File: config.mk
export PLATFORM = sky130hd
export DESIGN_NAME = rle_tile_channel_decoder_core
export DESIGN_NICKNAME = d
export VERILOG_FILES = /design/src/rtl/rtc_pkg.sv /design/src/rtl/rtc_front.sv /design/src/rtl/rtc_queue.sv /design/src/rtl/rtc_back.sv /design/src/rtl/rle_tile_channel_decoder_core.sv
export SDC_FILE = /design/constraint.sdc
export NUM_CORES = 1
export LEC_CHECK = 0
export BUFFER_PORTS_ARGS = -buffer_cell sky130_fd_sc_hd__buf_4
export CAP_MARGIN = 20
export CELL_PAD_IN_SITES_DETAIL_PLACEMENT = 1
export CELL_PAD_IN_SITES_GLOBAL_PLACEMENT = 1
export CORE_MARGIN = 2
export CORE_UTILIZATION = 35
export CTS_CLUSTER_SIZE = 30
export DETAILED_ROUTE_END_ITERATION = 8
export HOLD_SLACK_MARGIN = 0.03
export PLACE_DENSITY = 0.65
export SLEW_MARGIN = 20
export SYNTH_ARGS = -nofsm -noshare
export SYNTH_HDL_FRONTEND = slang
export SYNTH_HIERARCHICAL = 1
export SYNTH_SLANG_ARGS = --single-unit
File: constraint.sdc
create_clock -name clk -period 16.2 [get_ports clk]
set_input_delay 1.62 -clock clk [delete_from_list [all_inputs] [get_ports clk]]
set_output_delay 1.62 -clock clk [all_outputs]
set_load 0.01 [all_outputs]
File: src/rtl/rtc_pkg.sv
// rtc_pkg: shared types and constants for the planar RLE tile decoder.
// Used by rtc_front, rtc_queue, rtc_back and the top level.
`timescale 1ns / 1ps

package rtc_pkg;

	// Configuration register map (word index into the register file)
	localparam int ADDR_W = 4;
	localparam logic [1:0] REG_TILE_WIDTH    = 2'd0;
	localparam logic [1:0] REG_TILE_HEIGHT   = 2'd1;
	localparam logic [1:0] REG_CHANNEL_COUNT = 2'd2;

	// Opcodes with a 16-bit length word following
	localparam logic [7:0] OP_REPEAT_LONG  = 8'd127;
	localparam logic [7:0] OP_LITERAL_LONG = 8'd128;

	localparam logic [2:0] MAX_PLANES = 3'd4;

	// One value byte, classified by the front end
	typedef struct packed {
		logic        is_lit;  // literal byte, else repeat value
		logic        first;   // first value byte of its operation
		logic        last;    // last value byte of its operation
		logic [15:0] len;     // operation length still to go (whole length for a repeat)
		logic [7:0]  value;
	} rtc_entry_t;

endpackage

File: src/rtl/rtc_front.sv
// rtc_front: opcode and length parser; turns value bytes into queue entries.
// Depends on rtc_pkg.
`timescale 1ns / 1ps

module rtc_front
	import rtc_pkg::*;
(
	input  logic       clk,
	input  logic       arst_n,
	input  logic       in_valid,
	output logic       in_stall,
	input  logic [7:0] code_byte,
	input  logic       q_full,
	output logic       push,
	output rtc_entry_t push_entry
);

	typedef enum logic [1:0] {
		PH_OPCODE,
		PH_LEN_HI,
		PH_LEN_LO,
		PH_DATA
	} phase_t;

	phase_t      phase_q;
	logic        is_lit_q;
	logic        first_q;
	logic [7:0]  len_hi_q;
	logic [15:0] left_q;
	logic        accept;
	logic        last;

	assign in_stall = q_full;
	assign accept   = in_valid && !q_full;
	assign last     = !is_lit_q || (left_q == 16'd1);
	assign push     = accept && (phase_q == PH_DATA);

	always_comb begin
		push_entry.is_lit = is_lit_q;
		push_entry.first  = first_q;
		push_entry.last   = last;
		push_entry.len    = left_q;
		push_entry.value  = code_byte;
	end

	always_ff @(posedge clk or negedge arst_n) begin
		if (!arst_n) begin
			phase_q  <= PH_OPCODE;
			is_lit_q <= 1'b0;
			first_q  <= 1'b0;
			len_hi_q <= 8'd0;
			left_q   <= 16'd0;
		end else if (accept) begin
			case (phase_q)
				PH_OPCODE: begin
					first_q <= 1'b1;
					if (code_byte < OP_LITERAL_LONG) begin
						is_lit_q <= 1'b0;
						if (code_byte == OP_REPEAT_LONG) begin
							phase_q <= PH_LEN_HI;
						end else begin
							left_q  <= 16'(code_byte) + 16'd1;
							phase_q <= PH_DATA;
						end
					end else begin
						is_lit_q <= 1'b1;
						if (code_byte == OP_LITERAL_LONG) begin
							phase_q <= PH_LEN_HI;
						end else begin
							left_q  <= 16'(9'd256 - {1'b0, code_byte});
							phase_q <= PH_DATA;
						end
					end
				end
				PH_LEN_HI: begin
					len_hi_q <= code_byte;
					phase_q  <= PH_LEN_LO;
				end
				PH_LEN_LO: begin
					left_q <= {len_hi_q, code_byte};
					// empty literal: nothing to decode, plane stays put
					if (is_lit_q && ({len_hi_q, code_byte} == 16'd0)) begin
						phase_q <= PH_OPCODE;
					end else begin
						phase_q <= PH_DATA;
					end
				end
				PH_DATA: begin
					first_q <= 1'b0;
					if (is_lit_q) begin
						left_q <= left_q - 16'd1;
					end
					if (last) begin
						phase_q <= PH_OPCODE;
						left_q  <= 16'd0;
					end
				end
				default: begin
					phase_q <= PH_OPCODE;
				end
			endcase
		end
	end

endmodule

File: src/rtl/rtc_queue.sv
// rtc_queue: small flop queue between the parser and the pixel back end.
// Depends on rtc_pkg for the entry type.
`timescale 1ns / 1ps

module rtc_queue
	import rtc_pkg::*;
#(
	parameter int DEPTH = 4
) (
	input  logic       clk,
	input  logic       arst_n,
	input  logic       push,
	input  rtc_entry_t push_entry,
	output logic       full,
	input  logic       pop,
	output logic       head_valid,
	output rtc_entry_t head_entry
);

	localparam int PTR_W = (DEPTH > 1) ? $clog2(DEPTH) : 1;
	localparam int CNT_W = $clog2(DEPTH + 1);

	rtc_entry_t       slot_q [DEPTH];
	logic [PTR_W-1:0] wr_ptr_q;
	logic [PTR_W-1:0] rd_ptr_q;
	logic [CNT_W-1:0] cnt_q;
	logic             do_push;
	logic             do_pop;

	assign full       = (cnt_q == CNT_W'(DEPTH));
	assign head_valid = (cnt_q != '0);
	assign head_entry = slot_q[rd_ptr_q];
	assign do_push    = push && !full;
	assign do_pop     = pop && head_valid;

	always_ff @(posedge clk) begin
		if (do_push) begin
			slot_q[wr_ptr_q] <= push_entry;
		end
	end

	always_ff @(posedge clk or negedge arst_n) begin
		if (!arst_n) begin
			wr_ptr_q <= '0;
			rd_ptr_q <= '0;
			cnt_q    <= '0;
		end else begin
			if (do_push) begin
				wr_ptr_q <= (wr_ptr_q == PTR_W'(DEPTH - 1)) ? '0 : wr_ptr_q + 1'b1;
			end
			if (do_pop) begin
				rd_ptr_q <= (rd_ptr_q == PTR_W'(DEPTH - 1)) ? '0 : rd_ptr_q + 1'b1;
			end
			if (do_push && !do_pop) begin
				cnt_q <= cnt_q + 1'b1;
			end else if (do_pop && !do_push) begin
				cnt_q <= cnt_q - 1'b1;
			end
		end
	end

endmodule

File: src/rtl/rtc_back.sv
// rtc_back: plane position tracking, clipping and result register.
// Depends on rtc_pkg; fed by rtc_queue.
`timescale 1ns / 1ps

module rtc_back
	import rtc_pkg::*;
#(
	parameter int POS_W = 13
) (
	input  logic             clk,
	input  logic             arst_n,
	input  logic             head_valid,
	input  rtc_entry_t       head_entry,
	output logic             pop,
	input  logic [POS_W-1:0] plane_size,
	input  logic [2:0]       channel_count,
	output logic             out_valid,
	input  logic             out_stall,
	output logic [1:0]       channel,
	output logic [11:0]      pixel_index,
	output logic [7:0]       pixel_value,
	output logic [12:0]      pixel_count,
	output logic             overrun,
	output logic             tile_done
);

	logic [POS_W-1:0] pos_q;
	logic [1:0]       chan_q;
	logic             ovr_q;

	logic             take;
	logic [POS_W-1:0] room;
	logic [15:0]      room_ext;
	logic             ovr_now;
	logic [POS_W-1:0] count;
	logic [POS_W-1:0] pos_add;
	logic             finish;
	logic             plane_full;
	logic [2:0]       planes;
	logic [2:0]       chan_inc;
	logic             done;

	assign take = !out_valid || !out_stall;
	assign pop  = head_valid && take;

	always_comb begin
		room     = (pos_q < plane_size) ? plane_size - pos_q : '0;
		room_ext = 16'(room);
		ovr_now  = head_entry.first ? (head_entry.len > room_ext) : ovr_q;
		if (head_entry.is_lit) begin
			count = (room != '0) ? POS_W'(1) : '0;
		end else begin
			count = (head_entry.len < room_ext) ? POS_W'(head_entry.len) : room;
		end
		pos_add    = pos_q + count;
		finish     = !head_entry.is_lit || head_entry.last;
		plane_full = (pos_add >= plane_size);
		if (channel_count == 3'd0) begin
			planes = 3'd1;
		end else if (channel_count > MAX_PLANES) begin
			planes = MAX_PLANES;
		end else begin
			planes = channel_count;
		end
		chan_inc = {1'b0, chan_q} + 3'd1;
		done     = finish && plane_full && (chan_inc >= planes);
	end

	always_ff @(posedge clk or negedge arst_n) begin
		if (!arst_n) begin
			pos_q     <= '0;
			chan_q    <= 2'd0;
			ovr_q     <= 1'b0;
			out_valid <= 1'b0;
		end else if (pop) begin
			out_valid <= 1'b1;
			ovr_q     <= ovr_now;
			if (finish && plane_full) begin
				pos_q  <= '0;
				chan_q <= done ? 2'd0 : chan_inc[1:0];
			end else begin
				pos_q <= pos_add;
			end
		end else if (take) begin
			out_valid <= 1'b0;
		end
	end

	// result payload, loaded only on a transfer from the queue
	always_ff @(posedge clk) begin
		if (pop) begin
			channel     <= chan_q;
			pixel_index <= (count != '0) ? 12'(pos_q) : 12'd0;
			pixel_value <= head_entry.value;
			pixel_count <= 13'(count);
			overrun     <= ovr_now;
			tile_done   <= done;
		end
	end

endmodule

File: src/rtl/rle_tile_channel_decoder_core.sv
// rle_tile_channel_decoder_core: planar run-length tile decoder top level.
// Instantiates rtc_front, rtc_queue and rtc_back; depends on rtc_pkg.
//
//   channel   direction  handshake            payload
//   input     in         in_valid / in_stall  code_byte
//   output    out        out_valid/out_stall  channel, pixel_index, pixel_value,
//                                             pixel_count, overrun, tile_done
//   config    in         APB psel/penable     paddr, pwdata, prdata
//
// One compressed byte per cycle while in_stall is low. Opcode and length
// bytes finish in the parser; each value byte is held in a queue slot and
// then yields one result in the back end's result register, loaded when
// the back end pops the byte. in_stall rises only when the queue is full,
// which takes an output stall during a run of value bytes. Reset returns
// the parser to the opcode phase, empties the queue and restarts at
// plane 0, pixel 0, with a 64 x 64 x 4 tile.
`timescale 1ns / 1ps

module rle_tile_channel_decoder_core
	import rtc_pkg::*;
#(
	parameter int MAX_TILE_SIDE = 64,
	parameter int QUEUE_DEPTH   = 4
) (
	input  logic              clk,
	input  logic              arst_n,
	// compressed stream
	input  logic              in_valid,
	output logic              in_stall,
	input  logic [7:0]        code_byte,
	// decoded writes
	output logic              out_valid,
	input  logic              out_stall,
	output logic [1:0]        channel,
	output logic [11:0]       pixel_index,
	output logic [7:0]        pixel_value,
	output logic [12:0]       pixel_count,
	output logic              overrun,
	output logic              tile_done,
	// configuration
	input  logic              psel,
	input  logic              penable,
	input  logic              pwrite,
	input  logic [ADDR_W-1:0] paddr,
	input  logic [31:0]       pwdata,
	output logic [31:0]       prdata,
	output logic              pready
);

	// sides are held in 7-bit registers, so the usable side tops out at 127
	localparam int SIDE_EFF = (MAX_TILE_SIDE > 127) ? 127 : MAX_TILE_SIDE;
	localparam int SIDE_RST = (SIDE_EFF < 64) ? SIDE_EFF : 64;
	localparam int POS_W    = $clog2(SIDE_EFF * SIDE_EFF + 1);

	logic [6:0]       tile_width_q;
	logic [6:0]       tile_height_q;
	logic [2:0]       channel_count_q;
	logic [POS_W-1:0] plane_size_q;
	logic             cfg_wr;

	logic             q_push;
	rtc_entry_t       q_push_entry;
	logic             q_full;
	logic             q_pop;
	logic             q_head_valid;
	rtc_entry_t       q_head_entry;

	// Map 0 to 1 and clip at the largest side
	function automatic logic [6:0] clamp_side(input logic [6:0] v);
		logic [6:0] r;
		if (v == 7'd0) begin
			r = 7'd1;
		end else if (int'(v) > SIDE_EFF) begin
			r = 7'(SIDE_EFF);
		end else begin
			r = v;
		end
		return r;
	endfunction

	function automatic logic [POS_W-1:0] area(input logic [6:0] w, input logic [6:0] h);
		logic [13:0] p;
		p = {7'd0, clamp_side(w)} * {7'd0, clamp_side(h)};
		return POS_W'(p);
	endfunction

	assign pready = 1'b1;
	assign cfg_wr = psel && penable && pwrite;

	// Hold the plane size precomputed so the back end never sees a multiply;
	// it updates on the same edge as the register it follows.
	always_ff @(posedge clk or negedge arst_n) begin
		if (!arst_n) begin
			tile_width_q    <= 7'd64;
			tile_height_q   <= 7'd64;
			channel_count_q <= 3'd4;
			plane_size_q    <= POS_W'(SIDE_RST * SIDE_RST);
		end else if (cfg_wr) begin
			case (paddr[3:2])
				REG_TILE_WIDTH: begin
					tile_width_q <= pwdata[6:0];
					plane_size_q <= area(pwdata[6:0], tile_height_q);
				end
				REG_TILE_HEIGHT: begin
					tile_height_q <= pwdata[6:0];
					plane_size_q  <= area(tile_width_q, pwdata[6:0]);
				end
				REG_CHANNEL_COUNT: begin
					channel_count_q <= pwdata[2:0];
				end
				default: begin
					// drop writes outside the register map
				end
			endcase
		end
	end

	always_comb begin
		case (paddr[3:2])
			REG_TILE_WIDTH:    prdata = {25'd0, tile_width_q};
			REG_TILE_HEIGHT:   prdata = {25'd0, tile_height_q};
			REG_CHANNEL_COUNT: prdata = {29'd0, channel_count_q};
			default:           prdata = 32'd0;
		endcase
	end

	// Parse opcodes and lengths; forward value bytes
	rtc_front u_front (
		.clk        (clk),
		.arst_n     (arst_n),
		.in_valid   (in_valid),
		.in_stall   (in_stall),
		.code_byte  (code_byte),
		.q_full     (q_full),
		.push       (q_push),
		.push_entry (q_push_entry)
	);

	// Decouple parsing from output stalls
	rtc_queue #(
		.DEPTH (QUEUE_DEPTH)
	) u_queue (
		.clk        (clk),
		.arst_n     (arst_n),
		.push       (q_push),
		.push_entry (q_push_entry),
		.full       (q_full),
		.pop        (q_pop),
		.head_valid (q_head_valid),
		.head_entry (q_head_entry)
	);

	// Clip against the plane, advance position and channel, register result
	rtc_back #(
		.POS_W (POS_W)
	) u_back (
		.clk           (clk),
		.arst_n        (arst_n),
		.head_valid    (q_head_valid),
		.head_entry    (q_head_entry),
		.pop           (q_pop),
		.plane_size    (plane_size_q),
		.channel_count (channel_count_q),
		.out_valid     (out_valid),
		.out_stall     (out_stall),
		.channel       (channel),
		.pixel_index   (pixel_index),
		.pixel_value   (pixel_value),
		.pixel_count   (pixel_count),
		.overrun       (overrun),
		.tile_done     (tile_done)
	);

endmodule
[Word-level counts from Yosys, hierarchy flattened]
Memory sizes are Yosys's and may differ from the RTL's.
Index checks and enable logic that the tools add are counted.
Word-level totals
  RAM bits: 108
  logic and storage cells: 154
  memories kept: 1
  bits in registers: 119
Operators by class
  reductions and logical operators: 47
  $lt $le $gt $ge: 10
  mux-type cells: 47
  equality and inequality tests: 15
  multipliers: 2
  add/sub/neg operators: 10
Memory list
  u_queue.slot_q: depth 4, width 27, rd ports 1, clocked after Yosys merged registers in 0, wr ports 1, RTL line rtc_queue.sv:23  | rtc_entry_t slot_q [DEPTH];
Operators with widths (number)
  7-bit 2-to-1 mux: 14
  16-bit 2-to-1 mux: 5
  13-bit 2-to-1 mux: 4
  16-bit case mux with 3 select lines: 1
  7-bit by 7-bit multiplier with 13-bit output: 2
  13-bit case mux with 2 select lines: 1
  13-bit nonzero test: 2
  7-bit greater-than comparator, second input constant: 3
  7-bit logical NOT: 3
  7-bit case mux with 3 select lines: 1
  2-bit AND reduction: 9
  16-bit by 1-bit equality test with 1-bit output, second input constant: 1
  16-bit by 13-bit greater-than comparator with 1-bit output: 1
  16-bit logical NOT: 1
  16-bit by 13-bit less-than comparator with 1-bit output: 1
  2-bit 2-to-1 mux: 8
  16-bit by 1-bit subtractor with 16-bit output, second input constant: 1
  13-bit adder: 1
  13-bit >= comparator: 1
  13-bit less-than comparator: 1
  13-bit subtractor: 1
  1-bit logical AND: 12
  3-bit 2-to-1 mux: 4
  2-bit equality test, second input constant: 5
  other kinds (27): 48

[Logic depth before layout (Yosys ltp)]
Gate-level depths: netlist (run 1).
  word-level depth: 10
  gate-level depth with buffers: 39
  gate-level depth less buffers: 35

[By module]
Netlist (run 1), hierarchy kept.
Modules (own cells, without submodules)
  rle_tile_channel_decoder_core: area each 4644.5 um2, times used 1, sequential area each 755.7 um2, cells each 523
  rtc_queue: area each 4364.2 um2, times used 1, sequential area each 3418.3 um2, cells each 178
  rtc_back: area each 4306.6 um2, times used 1, sequential area each 1536.5 um2, cells each 473
  rtc_front: area each 2160.8 um2, times used 1, sequential area each 700.7 um2, cells each 261

[Least setup slack after synthesis (run 1)]
OpenSTA, ideal clock, no wires.
  path kind: register -> register
  start point: register plane_size_q[10]
  end point: register u_back.pos_q[5]
  cell stages (with the launch flop): 38
  setup time: 0.196 ns
  arrival: 6.437 ns
  setup slack: 9.567 ns
  period minus slack after synthesis: 6.633 ns
  data required time: 16.004 ns
  cell sequence: dfrtp_1 -> ha_1 -> buf_2 -> nand4_1 -> nor4_1 -> nor2_1 -> o211ai_1 -> nand2_1 -> clkbuf_1 -> nand2_1 -> ha_1 -> a211oi_1 -> o21ai_0 -> o211ai_1 -> a21o_1 -> and2_1 -> clkbuf_1 -> a311o_1 -> (+2 left out) -> inv_1 -> ha_1 -> inv_1 -> fa_1 -> nor2b_1 -> o31a_1 -> o211ai_1 -> a21oi_1 -> nor3_1 -> xnor2_1 -> ha_1 -> nand4_1 -> o31ai_1 -> a211oi_1 -> a21oi_1 -> clkbuf_1 -> nand3b_1 -> o21ai_0
Between the ends
  cells in the longest elaborated chain, start to end: 9
  elaborated cells between the ends (all ways): 12
  those cells by class: 2 x add/sub; 3 x order compare; 5 x mux; 2 x reduce/logical
Ends and longest elaborated chain
  from (decl): RTL line rle_tile_channel_decoder_core.sv:58  | logic [POS_W-1:0] plane_size_q;
  from (signal assigned): RTL line rle_tile_channel_decoder_core.sv:97  | plane_size_q <= POS_W'(SIDE_RST * SIDE_RST);
  from (signal assigned): RTL line rle_tile_channel_decoder_core.sv:102  | plane_size_q <= area(pwdata[6:0], tile_height_q);
  from (signal assigned): RTL line rle_tile_channel_decoder_core.sv:106  | plane_size_q <= area(tile_width_q, pwdata[6:0]);
  13-bit subtractor or 13-bit less-than comparator (tied branches): RTL line rtc_back.sv:47  | room = (pos_q < plane_size) ? plane_size - pos_q : '0;
  13-bit 2-to-1 mux (*): RTL line rtc_back.sv:47
  16-bit by 13-bit less-than comparator with 1-bit output or 13-bit nonzero test (tied branches): RTL line rtc_back.sv:53, rtc_back.sv:51
  13-bit 2-to-1 mux or 1-bit 2-to-1 mux (tied branches): RTL line rtc_back.sv:53, rtc_back.sv:51
  13-bit 2-to-1 mux (*): RTL line rtc_back.sv:50  | if (head_entry.is_lit) begin
  named net u_back.count[0]: RTL line rtc_back.sv:35  | logic [POS_W-1:0] count;
  13-bit adder (*): RTL line rtc_back.sv:55  | pos_add = pos_q + count;
  13-bit >= comparator: RTL line rtc_back.sv:57  | plane_full = (pos_add >= plane_size);
  1-bit logical AND: RTL line rtc_back.sv:78  | if (finish && plane_full) begin
  13-bit 2-to-1 mux (*): RTL line rtc_back.sv:78
  to (signal assigned): RTL line rtc_back.sv:82  | pos_q <= pos_add;
  to (decl): RTL line rtc_back.sv:27  | logic [POS_W-1:0] pos_q;
The timed path passes the listed nets; every way through them passes the cells marked *.
A chain may end at the register's enable or synchronous reset.

[Final worst setup path (run 1)]
  start point: register u_back.pos_q[9]
  end point: register u_back.pos_q[12]
Between the ends
  cells in the longest elaborated chain, start to end: 9
  elaborated cells between the ends (all ways): 12
  those cells by class: 2 x add/sub; 3 x order compare; 5 x mux; 2 x reduce/logical
Ends and longest elaborated chain (RTL line)
  13-bit subtractor or 13-bit less-than comparator (tied branches): rtc_back.sv:47
  13-bit 2-to-1 mux (*): rtc_back.sv:47
  16-bit by 13-bit less-than comparator with 1-bit output or 13-bit nonzero test (tied branches): rtc_back.sv:53, rtc_back.sv:51
  13-bit 2-to-1 mux or 1-bit 2-to-1 mux (tied branches): rtc_back.sv:53, rtc_back.sv:51
  13-bit 2-to-1 mux (*): rtc_back.sv:50
  named net u_back.count[0]: rtc_back.sv:35
  13-bit adder (*): rtc_back.sv:55
  13-bit >= comparator: rtc_back.sv:57
  1-bit logical AND: rtc_back.sv:78
  13-bit 2-to-1 mux (*): rtc_back.sv:78
Marks and branches as above.

==> results of run 1 <==
## final timing paths
check / startpoint / endpoint / slack (ns) / cells past startpoint
setup / recovery: u_back/pos_q[9] / u_back/pos_q[12] / 7.46 / 35
hold / removal: u_back/chan_q[1] / u_back/channel[1] / 0.49 / 0
setup reg to reg: u_back/pos_q[9] / u_back/pos_q[12] / 7.46 / 35
hold reg to reg: u_back/chan_q[1] / u_back/channel[1] / 0.49 / 0
max in group asynchronous: arst_n / u_queue/rd_ptr_q[0] / 14.02 / 2
min in group asynchronous: arst_n / tile_width_q[5] / 1.07 / 1
## cells by family (layout without fill, tap and decap cells)
logic type               Yosys count  in the layout
AO/OA/AOI/OAI                    282            282
flip-flops                       227            227
multiplexers                      68             68
other                              2             26
XOR/XNOR                          41             41
adder cells (fa/ha/maj)          178            178
AND/OR/NAND/NOR                  447            447
buffers and inverters            190            221
## metal layers
layer | vias up | global-route usage (%) | wire length, µm
li1 | 5202 | - | -
met1 | 5605 | 24.0 | 18700
met2 | 166 | 31.2 | 19700
met3 | 52 | 2.78 | 1460
met4 | 0 | 4.54 | 890
met5 | - | 0 | 0
## layout by cell type, fill, tap and decap left out, types with 27 or more instances in the layout
| master | instances |
|---|---|
| nand2_1 | 122 |
| dfrtp_1 | 76 |
| buf_4 | 74 |
| edfxtp_1 | 145 |
| nand2b_1 | 27 |
| inv_1 | 98 |
| o21ai_0 | 75 |
| nor2_1 | 118 |
| fa_1 | 49 |
| xnor2_1 | 29 |
| ha_1 | 129 |
| a21oi_1 | 61 |
## synth_stat cells, drive strengths merged, types with 13 or more instances
| cell type | n |
|---|---|
| a211oi | 15 |
| a21o | 15 |
| a21oi | 61 |
| and2 | 22 |
| buf | 62 |
| clkbuf | 29 |
| dfrtp | 78 |
| edfxtp | 145 |
| fa | 49 |
| ha | 129 |
| inv | 98 |
| mux2 | 26 |
| mux2i | 15 |
| mux4 | 27 |
| nand2 | 123 |
| nand2b | 28 |
| nand3 | 25 |
| nand4 | 13 |
| nor2 | 119 |
| nor2b | 19 |
| nor3 | 25 |
| nor4 | 17 |
| o211ai | 17 |
| o21ai | 80 |
| o31ai | 13 |
| xnor2 | 29 |
## state kept, by name, summed over array words and instances (netlist names), 8 cells and up
| signal | cells |
|---|---|
| u_front/left_q | 16 |
| u_back/pixel_value | 8 |
| u_back/pixel_index | 12 |
| u_front/len_hi_q | 8 |
| u_queue/slot_q | 108 |
| u_back/pos_q | 13 |
| plane_size_q | 13 |
| u_back/pixel_count | 13 |
## power groups by stage
stage                     Clock, µW  Combinational (µW)  Sequential, µW
after floorplan                   0                1160             918
after global placement            0                1560             955
after detailed placement          0                1600             964
after CTS                       640                1610             954
after global routing            659                1800             974
final                           621                1600             950
## per-stage QoR
stage	total power [µW]	cells	hold slack [ns]
2_1_floorplan	2080	1459	0.450
3_3_place_gp	2510	2034	0.475
3_5_place_dp	2560	2034	0.480
4_1_cts	3200	2082	0.495
5_1_grt	3430	2082	0.502
6_report	3170	2082	0.486
## final cells by class
class / count / share of cell area [%]
clock buffers: 36 / 4.17
clock inverters: 12 / 1.03
inverters: 99 / 2.16
multi-input cells: 1042 / 47.8
flip-flops and latches: 227 / 37.3
well taps: 592 / 4.31
repair buffers: 74 / 3.23
==> flow_metrics.env, run 1 <==
export IMPL_synth_top_family_by_area="adder cells"
export IMPL_fin_worst_skew_ns=0.0133
export IMPL_cts_tree="yes"
export IMPL_crit_path_start_kind="register"
export IMPL_worstPathRequired_ns=16.69
export IMPL_utilization_pct=39.2
export IMPL_synth_compound_area_share_pct=12.1
export IMPL_ctsHoldBuffers=0
export IMPL_slowest_delay_ns=0.77
export IMPL_viasPerCell=5.30
export IMPL_async_reset_ff_share_pct=36.1
export IMPL_finalNetCount=1699
export IMPL_multi_input_area_mm2=0.00823
export IMPL_gp_congestion=0.799
export IMPL_fin_crit_sh_pct=54.0
export IMPL_fp_coreArea_mm2=0.0439
export IMPL_fmax_ghz=0.114
export IMPL_yosys_area_share_simple_pct=14.4
export IMPL_maxCapViolations=0
export IMPL_power_density_mw_per_mm2=184
export IMPL_crit_buf_inv=4
export IMPL_min_period_ns=8.74
export IMPL_arrival_ns=9.23
export IMPL_p_sw_uw=1360
export IMPL_hold_class="register to register"
export IMPL_fillers=4897
export IMPL_numPortBuffers=69
export IMPL_finalInstanceArea_mm2=0.0172
export IMPL_worst_pin_slew_ns=1.05
export IMPL_drt_total_wl_mm=40.8
export IMPL_regArea_mm2=0.00641
export IMPL_ys_flop_type="edfxtp_1"
export IMPL_grt_usage_pct=18.1
export IMPL_synth_area_mm2=0.0155
export IMPL_pwr_share_seq_pct=30.0
export IMPL_ys_seq_area_share_pct=41.4
export IMPL_clkLatencyLatePin_ns=0.57
export IMPL_detail_route_antenna_nets=0
export IMPL_via_count=11000
export IMPL_tns_ns=0
export IMPL_end_kind="register"
export IMPL_die_y_um=214
export IMPL_hpwl_mm=29.8
export IMPL_drc=0
export IMPL_grt_overflow=0
export IMPL_p_leak_uw=0.00714
export IMPL_worst_slack_ns=7.46
export IMPL_rsz0062_at_grt="no"
export IMPL_preCtsSetupSlack_ns=7.50
export IMPL_io_pins=123
export IMPL_root_buffer="clkbuf_16"
export IMPL_clock_power_share_pct=19.6
export IMPL_grt_first_pass_wirelength_mm=66.7
export IMPL_worstSetupPathType="register to register"
export IMPL_grt_pass1_vias=11900
export IMPL_cp_top_family="simple AND/OR/NAND/NOR gates"
export IMPL_clock_sinks=227
export IMPL_finalMaxSlewViolations=0
export IMPL_critPathSlowestCell="nor4_1"
export IMPL_ys_warn_count=6
export IMPL_firstDrtPassIters=5
export IMPL_synth_adder_area_share_pct=16.8
export IMPL_status="finished, final reports clean"
export IMPL_yosys_area_top_type="edfxtp_1"
export IMPL_ys_ff_latch=227
export IMPL_synth_area_per_cell_um2=10.8
export IMPL_postCtsResizedCells=0
export IMPL_slew_headroom_pct=29.8
export IMPL_synth_edf_count=145
export IMPL_area_growth_pct=11.2
export IMPL_critPathMaxFanout=24
export IMPL_synth_top_area_share_pct=28.1
export IMPL_fp_row_count=77
export IMPL_placed_area_mm2=0.0163
export IMPL_grt_max_degree=56
export IMPL_antenna_found_initial=0
export IMPL_hold_violations=0
export IMPL_synth_distinct_cells=88
export IMPL_antenna_cells=0
export IMPL_clk_pin_slew_worst_paths_ns=0.06
export IMPL_combPwrFrac_pct=50.4
export IMPL_synth_xor_area_share_pct=2.32
export IMPL_ir_worst_vdd_mv=0.125
export IMPL_post_cts_buffers=0
export IMPL_cts_buffers=26
export IMPL_wl_per_cell_um=19.6
export IMPL_start_util_pct=35.2
export IMPL_switching_share_pct=42.9
export IMPL_internal_power_uw=1810
export IMPL_muxShareOfSynthArea_pct=6.86
export IMPL_die_w_um=214
export IMPL_die_area_mm2=0.0459
export IMPL_drive_gt1_share_pct=14.5
export IMPL_synthTopCellsByArea="edfxtp_1 28%, dfrtp_1 13%, ha_1 10%, fa_1 6.3%, mux4_2 3.8%"
export IMPL_ctsLongestPathBuffers=3
export IMPL_synth_cells=1435
export IMPL_setup_violations=0
export IMPL_htree_levels=1
export IMPL_drtIter0Drc=744
No activity file was read; power rests on OpenSTA's default activity.
==> run 2, diff against run 1 <==
==> constraint.sdc (replaced) <==
create_clock -name clk -period 9 [get_ports clk]
set_input_delay 0.9 -clock clk [delete_from_list [all_inputs] [get_ports clk]]
set_output_delay 0.9 -clock clk [all_outputs]
set_load 0.01 [all_outputs]
==> flow_metrics.env, run 2 (same netlist as run 1, synthesis figures left out) <==
export IMPL_status="finished, final reports clean"
export IMPL_io_pins=123
export IMPL_worstReg2RegEnd="u_back/chan_q[1]"
export IMPL_preCtsSetupSlack_ns=1.05
export IMPL_fin_crit_sh_pct=89.8
export IMPL_grt_overflow=0
export IMPL_clk_pin_slew_worst_paths_ns=0.06
export IMPL_hpwl_mm=30.4
export IMPL_fp_coreArea_mm2=0.0439
export IMPL_arrival_ns=8.51
export IMPL_placed_area_mm2=0.0163
export IMPL_tns_ns=0
export IMPL_critPathMaxFanout=23
export IMPL_worst_pin_slew_ns=1.17
export IMPL_min_period_ns=8.08
export IMPL_final_common_cell="edfxtp_1"
export IMPL_ir_worst_vdd_mv=0.196
export IMPL_start_util_pct=35.2
export IMPL_crit_start="u_back/pos_q[9]"
export IMPL_grt_first_pass_wirelength_mm=66.0
export IMPL_drtIter0Drc=540
export IMPL_postCtsResizedCells=0
export IMPL_hold_violations=0
export IMPL_antenna_found_initial=0
export IMPL_antenna_cells=0
export IMPL_firstDrtPassIters=5
export IMPL_cts_tree="yes"
export IMPL_power_density_mw_per_mm2=334
export IMPL_wl_per_cell_um=19.6
export IMPL_ctsLongestPathBuffers=3
export IMPL_hold_class="primary input to async pin"
export IMPL_die_w_um=214
export IMPL_crit_path_start_kind="register"
export IMPL_critPathSlowestCell="nor4_1"
export IMPL_rsz0062_at_grt="no"
export IMPL_grt_max_degree=57
export IMPL_drc=0
export IMPL_largest_reg_flops=108
export IMPL_via_count=11000
export IMPL_fin_hold_ws_ns=0.341
export IMPL_reg2reg_from="u_back/pos_q[9]"
export IMPL_reg_top3="u_queue/slot_q: 108 flops, u_front/left_q: 16 flops"
export IMPL_numPortBuffers=69
export IMPL_root_buffer="clkbuf_16"
export IMPL_drt_total_wl_mm=40.8
export IMPL_r2r_setup_slack_ns=0.92
export IMPL_post_cts_buffers=0
export IMPL_fp_row_count=77
export IMPL_worst_slack_ns=0.916
export IMPL_setup_violations=0
export IMPL_die_area_mm2=0.0459
export IMPL_regMostFlops="u_queue/slot_q"
export IMPL_fin_worst_skew_ns=0.0460
export IMPL_slowest_delay_ns=0.72
export IMPL_grt_usage_pct=18.0
export IMPL_end_kind="register"
export IMPL_gp_congestion=0.843
export IMPL_slew_headroom_pct=21.4
export IMPL_grt_pass1_vias=11700
export IMPL_worstRegToRegCells=33
export IMPL_finalNetCount=1702
export IMPL_p_leak_uw=0.00719
export IMPL_worstPathRequired_ns=9.43
export IMPL_finalMaxSlewViolations=0
export IMPL_finalInstanceArea_mm2=0.0173
export IMPL_ctsHoldBuffers=0
export IMPL_drive_gt1_share_pct=14.7
export IMPL_area_growth_pct=11.7
export IMPL_cts_buffers=28
export IMPL_fmax_ghz=0.124
export IMPL_detail_route_antenna_nets=0
export IMPL_clkLatencyLatePin_ns=0.59
export IMPL_htree_levels=1
export IMPL_maxCapViolations=0
export IMPL_viasPerCell=5.28
export IMPL_die_y_um=214
export IMPL_worstSetupPathType="register to register"
export IMPL_final_cell_mix="145 x edfxtp_1, 129 x ha_1, 122 x nand2_1"
export IMPL_clock_sinks=227
run 2: how the worst max path moves through the flow:
stage | slack, ns | end
floorplan | 2.37 | u_back/pos_q[5]
global placement | 1.16 | u_back/chan_q[0]
detailed placement | 1.05 | u_back/chan_q[0]
CTS | 0.96 | u_back/chan_q[0]
global route | 0.17 | u_back/chan_q[0]
finish | 0.92 | u_back/chan_q[1]
run 2: worst max-delay path, delay by kind of cell (launching register included):
family / cells / cell delay, ns
AO/OA/AOI/OAI: 12 / 2.50
XOR/XNOR: 1 / 0.14
adder cells (fa/ha/maj): 4 / 1.32
AND/OR/NAND/NOR: 13 / 3.03
flip-flops: 1 / 0.38
buffers and inverters: 3 / 0.56
run 2: per-layer routing:
layer | track usage [%] | vias to the layer above | share of wire, %
met2 | 30.2 | 172 | 48
met1 | 24.2 | 5589 | 45
met5 | 0 | - | 0
met3 | 2.67 | 62 | 3.7
met4 | 5.35 | 0 | 2.9
li1 | - | 5194 | -
run 2: report_power, final:
part	leakage (µW)	total [µW]	switching, µW	internal, µW
clock network	0.000468	1170	472	701
registers	0.00239	1720	265	1460
logic	0.00433	2870	1720	1150
total	0.00719	5770	2450	3310
run 2: stage by stage:
| step | total power (µW) | util [%] | instances |
|---|---|---|---|
| floorplan | 3740 | - | 1459 |
| global placement | 4530 | 37.1 | 2035 |
| detailed placement | 4620 | 37.1 | 2035 |
| CTS | 5830 | 39.4 | 2087 |
| global route | 6240 | 39.4 | 2087 |
| finish | 5770 | 39.4 | 2087 |
run 2: cell type report:
cell class / count / area (µm²)
fillers: 4900 / 26600
multi-input cells: 1042 / 8230
flip-flops and latches: 227 / 6410
clock buffers: 37 / 776
well taps: 592 / 741
repair buffers: 75 / 563
inverters: 99 / 372
clock inverters: 15 / 198
